### config.mk
export PLATFORM = sky130hd
export DESIGN_NAME = temperature_seven_segment_scanner
export DESIGN_NICKNAME = d
export VERILOG_FILES = /design/src/sv/tss_pkg.sv /design/src/sv/tss_digit_decode.sv /design/src/sv/temperature_seven_segment_scanner.sv
export SDC_FILE = /design/constraint.sdc
export NUM_CORES = 1
export LEC_CHECK = 0
export BUFFER_PORTS_ARGS = -buffer_cell sky130_fd_sc_hd__buf_2
export CAP_MARGIN = 20
export CORE_ASPECT_RATIO = 0.8
export CORE_UTILIZATION = 30
export CTS_BUF_LIST = sky130_fd_sc_hd__clkbuf_8
export CTS_CLUSTER_SIZE = 12
export DETAILED_ROUTE_END_ITERATION = 16
export GPL_TIMING_DRIVEN = 0
export PLACE_DENSITY = 0.55
export SETUP_SLACK_MARGIN = 0.15
export SLEW_MARGIN = 10
export SYNTH_ARGS = -nofsm -noshare
export SYNTH_HDL_FRONTEND = slang
export SYNTH_SLANG_ARGS = --single-unit
### constraint.sdc
create_clock -name clk_i -period 10 [get_ports clk_i]
set_clock_uncertainty 0.15 [all_clocks]
set_input_delay 0.5 -clock clk_i [delete_from_list [all_inputs] [get_ports clk_i]]
set_output_delay 0.5 -clock clk_i [all_outputs]
set_load 0.02 [all_outputs]
### src/sv/tss_pkg.sv
// Shared types, constants and the digit font for the temperature scanner.
package tss_pkg;

  localparam int unsigned TempWidth  = 12;
  localparam int unsigned SegWidth   = 7;
  localparam int unsigned NumDigits  = 4;
  localparam int unsigned PosWidth   = 2;
  localparam int unsigned InDataW    = 16;
  localparam int unsigned OutDataW   = 16;

  localparam logic [SegWidth-1:0] SegMinus = 7'h40;
  localparam logic [SegWidth-1:0] SegBlank = 7'h00;

  // Command carried on the input tuser bit.
  typedef enum logic {
    CMD_TICK = 1'b0,
    CMD_LOAD = 1'b1
  } cmd_e;

  // Scan positions of the four digits.
  typedef enum logic [PosWidth-1:0] {
    POS_SIGN   = 2'd0,
    POS_TENS   = 2'd1,
    POS_UNITS  = 2'd2,
    POS_TENTHS = 2'd3
  } pos_e;

  // One driven digit as it leaves the decoder.
  typedef struct packed {
    logic [NumDigits-1:0] digit_enables;
    logic                 decimal_point;
    logic [SegWidth-1:0]  segments;
  } disp_t;

  // Active-high segment pattern for a decimal digit, bit 0 = a.
  function automatic logic [SegWidth-1:0] digit_font(input logic [3:0] digit);
    logic [SegWidth-1:0] seg;
    case (digit)
      4'd0:    seg = 7'h3F;
      4'd1:    seg = 7'h06;
      4'd2:    seg = 7'h5B;
      4'd3:    seg = 7'h4F;
      4'd4:    seg = 7'h66;
      4'd5:    seg = 7'h6D;
      4'd6:    seg = 7'h7D;
      4'd7:    seg = 7'h07;
      4'd8:    seg = 7'h7F;
      4'd9:    seg = 7'h6F;
      default: seg = SegBlank;
    endcase
    return seg;
  endfunction

endpackage

### src/sv/tss_digit_decode.sv
// Combinational decode of the held temperature into one multiplexed digit.
module tss_digit_decode (
  input  logic signed [tss_pkg::TempWidth-1:0] temp_i,
  input  tss_pkg::pos_e                        pos_i,
  output tss_pkg::disp_t                       disp_o
);

  logic                              neg;
  logic [tss_pkg::TempWidth-1:0]     mag;
  logic [7:0]                        whole;
  logic [3:0]                        frac;
  logic [15:0]                       recip_prod;
  logic [3:0]                        quot;
  logic [3:0]                        tens;
  logic [7:0]                        units_full;
  logic [3:0]                        units;
  logic [7:0]                        frac_x10;
  logic [3:0]                        tenths;

  // Magnitude in Q.4; the most negative value yields 0x800, which still fits.
  assign neg   = temp_i[tss_pkg::TempWidth-1];
  assign mag   = neg ? (~temp_i + 12'd1) : temp_i;
  assign whole = mag[11:4];
  assign frac  = mag[3:0];

  // whole / 10 as a multiply by 205/2048, exact for every value whole can take (0 to 128).
  assign recip_prod = 16'(whole) * 16'd205;
  assign quot       = recip_prod[14:11];
  assign tens       = (quot >= 4'd10) ? (quot - 4'd10) : quot;
  assign units_full = whole - {1'b0, quot, 3'b000} - {3'b000, quot, 1'b0};
  assign units      = units_full[3:0];

  // Tenths are floor(10 * frac / 16).
  assign frac_x10 = {1'b0, frac, 3'b000} + {3'b000, frac, 1'b0};
  assign tenths   = frac_x10[7:4];

  always_comb begin
    disp_o.decimal_point = 1'b0;
    disp_o.digit_enables = ~(tss_pkg::NumDigits'(1) << pos_i);
    unique case (pos_i)
      tss_pkg::POS_SIGN: begin
        disp_o.segments = neg ? tss_pkg::SegMinus : tss_pkg::SegBlank;
      end
      tss_pkg::POS_TENS: begin
        disp_o.segments = tss_pkg::digit_font(tens);
      end
      tss_pkg::POS_UNITS: begin
        disp_o.segments      = tss_pkg::digit_font(units);
        disp_o.decimal_point = 1'b1;
      end
      tss_pkg::POS_TENTHS: begin
        disp_o.segments = tss_pkg::digit_font(tenths);
      end
      default: begin
        disp_o.segments = tss_pkg::SegBlank;
      end
    endcase
  end

endmodule

### src/sv/temperature_seven_segment_scanner.sv
// Top level of the multiplexed four-digit temperature display scanner.
//
// The block holds a signed temperature in sixteenths of a degree and a scan
// position. Words arrive on the s_axis channel. When tuser is high the word
// is a load: tdata carries the new temperature, it is stored, and no output
// word is produced. When tuser is low the word is a scan tick: the digit at
// the current scan position is decoded and sent on m_axis, and the scan
// position advances through sign, tens, units and tenths.
// Each tick yields exactly one output word, registered on the edge that
// accepts it; a load takes effect for a tick accepted in the very next cycle.
// The decode sits between the held temperature register and a single
// output register, so one word can be accepted every cycle while the receiver keeps up.
// When the receiver stalls with a result waiting, s_axis_tready drops and
// the pending result stays put; it rises again in the cycle the receiver
// takes that word, so the stream keeps its full rate.
// Reset clears the held temperature to zero, the scan position to the sign
// digit and the output valid flag.
module temperature_seven_segment_scanner (
  input  logic        clk_i,
  input  logic        rst_ni,
  input  logic        s_axis_tvalid,
  output logic        s_axis_tready,
  // Bits 11:0 temperature (signed), bits 15:12 zero.
  input  logic [tss_pkg::InDataW-1:0] s_axis_tdata,
  // Bit 0 command: 0 scan tick, 1 load.
  input  logic        s_axis_tuser,
  output logic        m_axis_tvalid,
  input  logic        m_axis_tready,
  // Bits 6:0 segments, bit 7 decimal_point, bits 11:8 digit_enables,
  // bits 15:12 zero.
  output logic [tss_pkg::OutDataW-1:0] m_axis_tdata
);

  logic signed [tss_pkg::TempWidth-1:0] temp_q, temp_d;
  tss_pkg::pos_e                        pos_q, pos_d;
  logic                                 out_valid_q, out_valid_d;
  tss_pkg::disp_t                       disp_q, disp_d;
  tss_pkg::disp_t                       disp;
  logic                                 in_fire;
  logic                                 is_load;
  logic                                 is_tick;

  // The output register may be refilled in the cycle its word is taken.
  assign s_axis_tready = ~out_valid_q | m_axis_tready;
  assign in_fire       = s_axis_tvalid & s_axis_tready;
  assign is_load       = in_fire & (tss_pkg::cmd_e'(s_axis_tuser) == tss_pkg::CMD_LOAD);
  assign is_tick       = in_fire & (tss_pkg::cmd_e'(s_axis_tuser) == tss_pkg::CMD_TICK);

  tss_digit_decode u_decode (
    .temp_i (temp_q),
    .pos_i  (pos_q),
    .disp_o (disp)
  );

  always_comb begin
    temp_d      = temp_q;
    pos_d       = pos_q;
    out_valid_d = out_valid_q;
    disp_d      = disp_q;
    if (m_axis_tready) begin
      out_valid_d = 1'b0;
    end
    if (is_load) begin
      temp_d = s_axis_tdata[tss_pkg::TempWidth-1:0];
    end
    if (is_tick) begin
      // Scan position wraps naturally at four digits.
      pos_d       = tss_pkg::pos_e'(pos_q + tss_pkg::PosWidth'(1));
      out_valid_d = 1'b1;
      disp_d      = disp;
    end
  end

  always_ff @(posedge clk_i or negedge rst_ni) begin
    if (!rst_ni) begin
      temp_q      <= '0;
      pos_q       <= tss_pkg::POS_SIGN;
      out_valid_q <= 1'b0;
    end else begin
      temp_q      <= temp_d;
      pos_q       <= pos_d;
      out_valid_q <= out_valid_d;
    end
  end

  // Result payload needs no reset; it is qualified by the valid flag.
  always_ff @(posedge clk_i) begin
    disp_q <= disp_d;
  end

  assign m_axis_tvalid = out_valid_q;
  assign m_axis_tdata  = {4'b0000, disp_q};

endmodule

Word level (Yosys, flattened, before mapping). Memory sizes are Yosys's and may differ from the RTL's. Cells that the tools add are included.

$lt $le $gt $ge: 1. Eq/ne operators: 3. Shift operators: 1. Multiplexer cells: 7. Divide/modulo/power cells: 0. Add/subtract/negate cells: 6. Bitwise logic cells: 8. Multiply operators: 1. Reductions and logical operators: 2.

Operator list (number): 7-bit one-hot mux with 4 select lines (1); 8-bit by 8-bit multiplier with 15-bit output (second input constant) (1); 12-bit by 1-bit adder with 12-bit output (second input constant) (1); 12-bit 2-to-1 mux (1); 12-bit NOT (1); 7-bit by 5-bit adder with 8-bit output (1); 4-bit subtractor (2); 7-bit 2-to-1 mux (1); 2-bit equality test (second input constant) (2); 4-bit >= comparator (second input constant) (1); 4-bit 2-to-1 mux (1); 4-bit NOT (1); 1-bit by 2-bit left shift with 4-bit output (first input constant) (1); 4-bit subtractor (second input constant) (1); 1-bit bitwise AND (3); 1-bit 2-to-1 mux (3); 2-bit by 1-bit adder with 2-bit output (second input constant) (1); 2-bit by 1-bit equality test with 1-bit output (second input constant) (1); 2-bit logical NOT (1); 1-bit NOT (2); 2-bit nonzero test (1); 1-bit bitwise OR (1).

Output and inout bits: 18. Input port bits: 21. Latch bits: 0. RAM bits: 0. Memory bits (read-only): 336. Flip-flop bits (word level): 27. Memories: 3. Logic and storage cells: 38.

Memories: (no name shown) (depth 16, bits a word 7, rd ports 1, clocked after Yosys merged registers in 0, write ports 0, RTL line tss_pkg.sv:38) `case (digit)`; (no name shown) (depth 16, bits a word 7, rd ports 1, clocked after Yosys merged registers in 0, write ports 0, RTL line tss_pkg.sv:38); (no name shown) (depth 16, bits a word 7, rd ports 1, clocked after Yosys merged registers in 0, write ports 0, RTL line tss_pkg.sv:38).

Depth between registers and ports, before layout. Gate-level depths: netlist of run 1. An unclocked memory read counts as a cell.

Depth in word-level cells: 8. Depth in mapped cells: 30. Depth with buffers taken out: 29.

Hierarchy. A second synthesis of run 1 with hierarchy kept.

Cell total of the unflattened synthesis: 347. Area, all modules: 3333.2 µm².

By module, submodules not included: tss_digit_decode (area each 2298.5 µm², cells each 294, instances 1); temperature_seven_segment_scanner (area each 1034.7 µm², cells each 53, instances 1).

Worst setup path after synthesis of run 1. No wires, ideal clock.

Path kind: flip-flop to flip-flop. Start point: register temp_q[0] (netlist bit). End point: register disp_q, in the netlist m_axis_tdata[5], data pin. Arrival: 6614 ps. Slack: 2964 ps. Library setup time: 272 ps. Cell stages (with the launch flop): 29. Cell sequence: dfrtp_1 -> inv_1 -> ha_1 -> or3b_4 -> or3_1 -> o31ai_1 -> nand2_1 -> xor2_1 -> ha_1 -> inv_1 -> fa_1 -> inv_1 -> fa_1 -> inv_1 -> fa_1 -> inv_1 -> ha_1 -> nand3_1 -> nor3_1 -> a211o_1 -> or3_1 -> and2_1 -> buf_2 -> ha_1 -> a21oi_2 -> xor2_1 -> xnor2_2 -> o32a_2 -> a41oi_2.

RTL lines: start, declared (RTL line temperature_seven_segment_scanner.sv:34) `logic signed [tss_pkg::TempWidth-1:0] temp_q, temp_d;`; start signal, assigned (RTL line temperature_seven_segment_scanner.sv:80) `temp_q <= temp_d;`; end signal, assigned (RTL line temperature_seven_segment_scanner.sv:88) `disp_q <= disp_d;`; end, declared (RTL line temperature_seven_segment_scanner.sv:37) `tss_pkg::disp_t disp_q, disp_d;`.

==> flow_summary_export.csv, run 1 <==
group,metric,value,unit
global_routing,grt_max_degree,16,
sta,finalSetupTns,0,ns
global_routing,track_usage,12.09,%
layout,drive_gt1_share,20.39,%
synth,synth_edf_count,12,
clocking,clk_pin_slew,0.09,ns
die,initial_core_util,30.77,%
sta,fmax,129.3,MHz
drt,dr.pass1.iters,4,
critical_path,critPathSlowestCell,"fa_1",
global_routing,grt_overflow,0,
job,max_cap_violations,0,
layout,stdcell_area,3954,um^2
layout,synthToLayoutAreaGrowth,11.58,%
sta,period_needed,7.733,ns
drt,ant_nets,0,
global_routing,grt_pass1_wl,11.82,mm
sta,drv_slew,0,
drt,num_vias,2623,
drt,post_drt_wl_per_cell,12.41,um
clocking,insertion_delay,0.28,ns
global_routing,grt_pass1_vias,2523,
critical_path,worst_path_most_repeated_cell,"inv_1",
sta,min_period_over_period,77.33,%
sta,tightest_slew,0.7603,ns
layout,layout_common_cells,"ha_1, inv_1, buf_2",
clocking,htree_levels,1,
clocking,cts_resized,0,
die,die_w,123.5,um
clocking,postCtsSetupBuffers,0,
clocking,cts_sinks,27,
critical_path,cp_max_fo,7,
critical_path,cp.arrival,7.60,ns
run_status,outcome,"complete, no violations",
sta,slew_headroom,49.26,%
die,die-height,99.21,um
critical_path,critPathLaunchType,"flip-flop",
drt,drtIter0Drc,130,
placement,portBuffers,30,
placement,gp_congestion,0.8301,
synth,synthArstFlopShare,55.56,%
drt,drc,0,
synth,yosys_warnings,0,
die,core_area,11520,um^2
critical_path,end_kind,"flip-flop",
synth,synth_ff_type,"dfrtp_1",
clocking,cts_tree,"yes",
synth,ys_seq_area_share,20.76,%
synth,syn_avg_cell_area,9.500,um^2
synth,synth_cells,373,
critical_path,worst_ep_required_time,9.87,ns
clocking,ctsHoldBuffers,1,
critical_path,critPathMaxStageDelay,0.52,ns
layout,num_antenna_cells,0,
layout,post-route-util,34.33,%
clocking,cts-root-buf,"clkbuf_8",
placement,dp_hpwl,5.997,mm
layout,layout_commonest_cell,"ha_1",
clocking,clockBufferDepth,2,
hold_path,worst_hold_path_type,"in2reg",
global_routing,antenna_found_initial,0,
die,std_cell_rows,35,
synth,synth_seq_cells,27,
synth,syn_area,3543,um^2
drt,vias_per_cell,4.684,
die,dieArea,12250,um^2
sta,setup_violations,0,
clocking,cts_made_buffers,3,
sta,rsz0062_at_grt,"false",
critical_path,setup.worst_path.class,"reg2reg",
synth,yosys.cell_types.count,76,
layout,finish.net_count,510,
drt,routed_wl,6.950,mm
sta,hold_violations,0,
placement,place_area,3890,um^2
die,ios,39,
==> sequential cells by signal, summed over array words and instances (netlist names) <==
name           flops
temp_q            12
m_axis_tdata      12
pos_q              2
m_axis_tvalid      1
==> stage by stage <==
stage / setup slack (ns) / hold slack [ns] / std cells
finish: 2.267 / 0.2934 / 560
floorplan: 2.964 / 0.05441 / 376
global route: 1.843 / 0.2876 / 560
global placement: 2.294 / 0.2686 / 554
detailed placement: 2.201 / 0.2729 / 554
CTS: 2.182 / 0.2726 / 559
==> final cells by class <==
class                      count  area, um^2
buffer                        12       95.09
clock buffer                   3       41.29
clock inverter                 1       5.005
fill                        1160        7564
inverter                      59       221.5
multi-input combinational    278        2505
sequential                    27       735.7
tap                          148       185.2
timing repair buffer          32       165.2
==> final timing paths <==
check                                start              end  slack [ns]  depth (start not counted)
max                              temp_q[0]  m_axis_tdata[6]        2.27                         29
min in group asynchronous           rst_ni        temp_q[1]        0.49                          2
min                        s_axis_tdata[7]        temp_q[7]        0.29                          2
max in group asynchronous           rst_ni         pos_q[0]        8.97                          2
min reg2reg                  m_axis_tvalid    m_axis_tvalid        0.42                          2
max reg2reg                      temp_q[0]  m_axis_tdata[6]        2.27                         29
==> worst max-delay path, delay by kind of cell, from the launching register on <==
kind | cells | cell delay, ns
AO/OA/AOI/OAI | 6 | 1.54
XOR/XNOR | 2 | 0.69
adder cells (fa/ha/maj) | 7 | 2.42
buffers and inverters | 7 | 0.51
flip-flops | 1 | 0.44
AND/OR/NAND/NOR | 7 | 1.70
==> cells in the mapped netlist, drive strengths merged, types with 3 or more instances <==
master,count,area share (%)
a211oi,3,0.78
a21oi,12,1.9
a31oi,4,0.71
a41oi,5,1.4
and2,3,0.53
and3,3,0.56
buf,7,1.4
clkbuf,4,0.99
dfrtp,15,11
edfxtp,12,10
fa,12,6.8
ha,64,23
inv,59,6.2
mux2,12,3.8
nand2,26,2.8
nand2b,6,1.1
nand3,10,1.4
nor2,14,1.5
nor2b,3,0.53
nor3,8,1.3
o211ai,3,1.0
o21ai,15,2.5
o31ai,5,1.4
or3,5,0.92
xnor2,17,5.0
xor2,7,1.9
==> layer usage <==
layer	share of wire, %	global-route usage (%)	vias to the layer above
met5	0	0	-
met4	0.14	0.8341	0
met3	5.0	2.752	3
met2	41	18.01	49
met1	54	18.31	1203
li1	-	-	1368
==> cell families after synthesis <==
kind of cell | Yosys count | synth area share (%)
other | 1 | 0.1058
buffers and inverters | 71 | 8.934
XOR/XNOR | 25 | 7.627
flip-flops | 27 | 20.76
AO/OA/AOI/OAI | 69 | 15.54
adder cells (fa/ha/maj) | 76 | 29.38
AND/OR/NAND/NOR | 90 | 13.28
multiplexers | 14 | 4.379
Power of run 1 is not shown: default switching activity piles up to over one toggle a cycle in this logic, so the estimate is an artifact.
==> inputs of run 2 (changes only) <==
--- a/config.mk
+++ b/config.mk
@@ -5,6 +5,7 @@
 export SDC_FILE = /design/constraint.sdc
 export NUM_CORES = 1
 export LEC_CHECK = 0
+export ABC_AREA = 1
 export BUFFER_PORTS_ARGS = -buffer_cell sky130_fd_sc_hd__buf_2
 export CAP_MARGIN = 20
 export CORE_ASPECT_RATIO = 0.8
==> constraint.sdc (replaced) <==
create_clock -name clk_i -period 7.4 [get_ports clk_i]
set_clock_uncertainty 0.15 [all_clocks]
set_input_delay 0.37 -clock clk_i [delete_from_list [all_inputs] [get_ports clk_i]]
set_output_delay 0.37 -clock clk_i [all_outputs]
set_load 0.02 [all_outputs]
==> flow_summary_export.csv, run 2 <==
group,metric,value,unit
synth,yosys_warnings,0,
critical_path,ff2ff_path_depth,33,
drt,routed_wl,6.982,mm
die,core_area,11600,um^2
synth,synth_common_cells,"nand2_1, inv_1, ha_1, nand3_1, nor2_1",
drt,vias_per_cell,4.419,
critical_path,critPathSlowestCell,"fa_1",
global_routing,track_usage,12.19,%
global_routing,antenna_found_initial,0,
synth,yosysMostFrequentCell,"nand2_1",
global_routing,grt_overflow,0,
run_status,outcome,"complete, no violations",
synth,yosys.cell_types.count,42,
critical_path,reg2reg_slack,0.79,ns
clocking,clockBufferDepth,2,
drt,post_drt_wl_per_cell,10.91,um
placement,portBuffers,30,
clocking,postCtsSetupBuffers,0,
synth,syn_avg_cell_area,7.938,um^2
sta,whs,0.1346,ns
critical_path,cp_max_fo,7,
drt,dr.pass1.iters,4,
synth,synth_edf_count,12,
global_routing,grt_pass1_vias,2888,
synth,synth_ff_type,"dfrtp_1",
sta,finalSetupTns,0,ns
synth,syn_area,3596,um^2
clocking,cts_sinks,27,
critical_path,critPathMaxStageDelay,0.53,ns
placement,dp_hpwl,6.157,mm
sta,setup_violations,0,
sta,period_needed,6.611,ns
synth,synth_cells,453,
layout,multi_input_area,2490,um^2
die,die-height,99.93,um
clocking,ctsHoldBuffers,1,
layout,synthToLayoutAreaGrowth,11.45,%
sta,fmax,151.3,MHz
clocking,cts_made_buffers,3,
clocking,clk_pin_slew,0.11,ns
clocking,cts_resized,0,
synth,synth_seq_cells,27,
sta,hold_violations,0,
drt,num_vias,2828,
critical_path,critPathLaunchType,"flip-flop",
drt,drtIter0Drc,71,
hold_path,worst_hold_path_type,"in2reg",
die,dieArea,12430,um^2
layout,num_antenna_cells,0,
synth,synth_top_area_share,22.27,%
critical_path,end_kind,"flip-flop",
die,initial_core_util,30.99,%
layout,layout_common_cells,"nand2_1, inv_1, ha_1",
drt,drc,0,
clocking,htree_levels,1,
synth,synthArstFlopShare,55.56,%
global_routing,grt_pass1_wl,12.66,mm
global_routing,grt_max_degree,17,
layout,finish.net_count,590,
die,std_cell_rows,35,
clocking,insertion_delay,0.29,ns
die,die_w,124.4,um
layout,layout_commonest_cell,"nand2_1",
critical_path,cp.arrival,6.48,ns
clocking,cts-root-buf,"clkbuf_8",
hold_path,hold_depth,2,
critical_path,worst_path_most_repeated_cell,"inv_1",
layout,regArea,735.7,um^2
placement,gp_congestion,0.8121,
critical_path,setup.worst_path.class,"reg2reg",
drt,ant_nets,0,
sta,min_period_over_period,89.34,%
critical_path,worst_ep_required_time,7.27,ns
synth,ys_seq_area_share,20.46,%
die,ios,39,
sta,drv_slew,0,
sta,rsz0062_at_grt,"false",
synth,netlist_top_cells_area,"ha_1, dfrtp_1, edfxtp_1",
layout,fillers,1207,
job,max_cap_violations,0,
layout,drive_gt1_share,20.33,%
clocking,cts_tree,"yes",
synth,yosysTopAreaCell,"ha_1",
[run 2: critical path: cells and delay by family, from the launching register on]
kind | cells | cell delay (ns)
buf+inv | 9 | 0.60
fa+ha+maj | 8 | 2.98
xor+xnor | 1 | 0.38
flops | 1 | 0.42
simple gates | 9 | 1.08
compound gates | 6 | 0.73
[run 2: logic make-up after synthesis]
kind of cell               Yosys count  synth area share (%)
AOI/OAI and AO/OA                   49                 8.977
xor gates and xnor gates            15                 4.802
adders and majority gates           76                 28.95
buffers and inverters               97                 10.61
DFF                                 27                 20.46
muxes                                4                 1.253
other                                1                0.1043
and+or+nand+nor                    184                 24.84
[run 2: worst paths after layout]
kind / start / to
worst max-delay path: temp_q[0] / m_axis_tdata[3]
worst max register to register: temp_q[0] / m_axis_tdata[3]
max in group asynchronous: rst_ni / pos_q[0]
min in group asynchronous: rst_ni / temp_q[6]
worst min-delay path: s_axis_tuser / m_axis_tvalid
worst min register to register: pos_q[0] / pos_q[0]
[run 2: stage by stage]
stage	area [um^2]	std cells	util (%)	setup slack, ns
final	4008	640	34.53	0.7892
after global routing	4008	640	34.53	0.2220
after CTS	4008	640	34.53	0.7865
after detailed placement	3950	635	34.04	0.8428
after global placement	3943	634	33.97	0.9230
after floorplan	3607	456	-	1.486
[run 2: area by class of cell]
cell class                      count  share of cell area (%)
Tap cell                          148                   4.621
Timing Repair Buffer               32                   4.184
Sequential cell                    27                   18.36
Buffer                              9                   1.280
Clock inverter                      1                  0.1561
Multi-Input combinational cell    332                   62.13
Inverter                           88                   8.242
Clock buffer                        3                   1.030
[run 2: per-layer routing]
layer | up-vias | GRT usage, % | wire length, um
met2 | 34 | 20.23 | 2925
li1 | 1505 | - | -
met4 | 0 | 0.5561 | 0
met3 | 0 | 2.825 | 221
met1 | 1289 | 16.93 | 3835
met5 | - | 0 | 0
Power of run 2 is left out for the same reason.
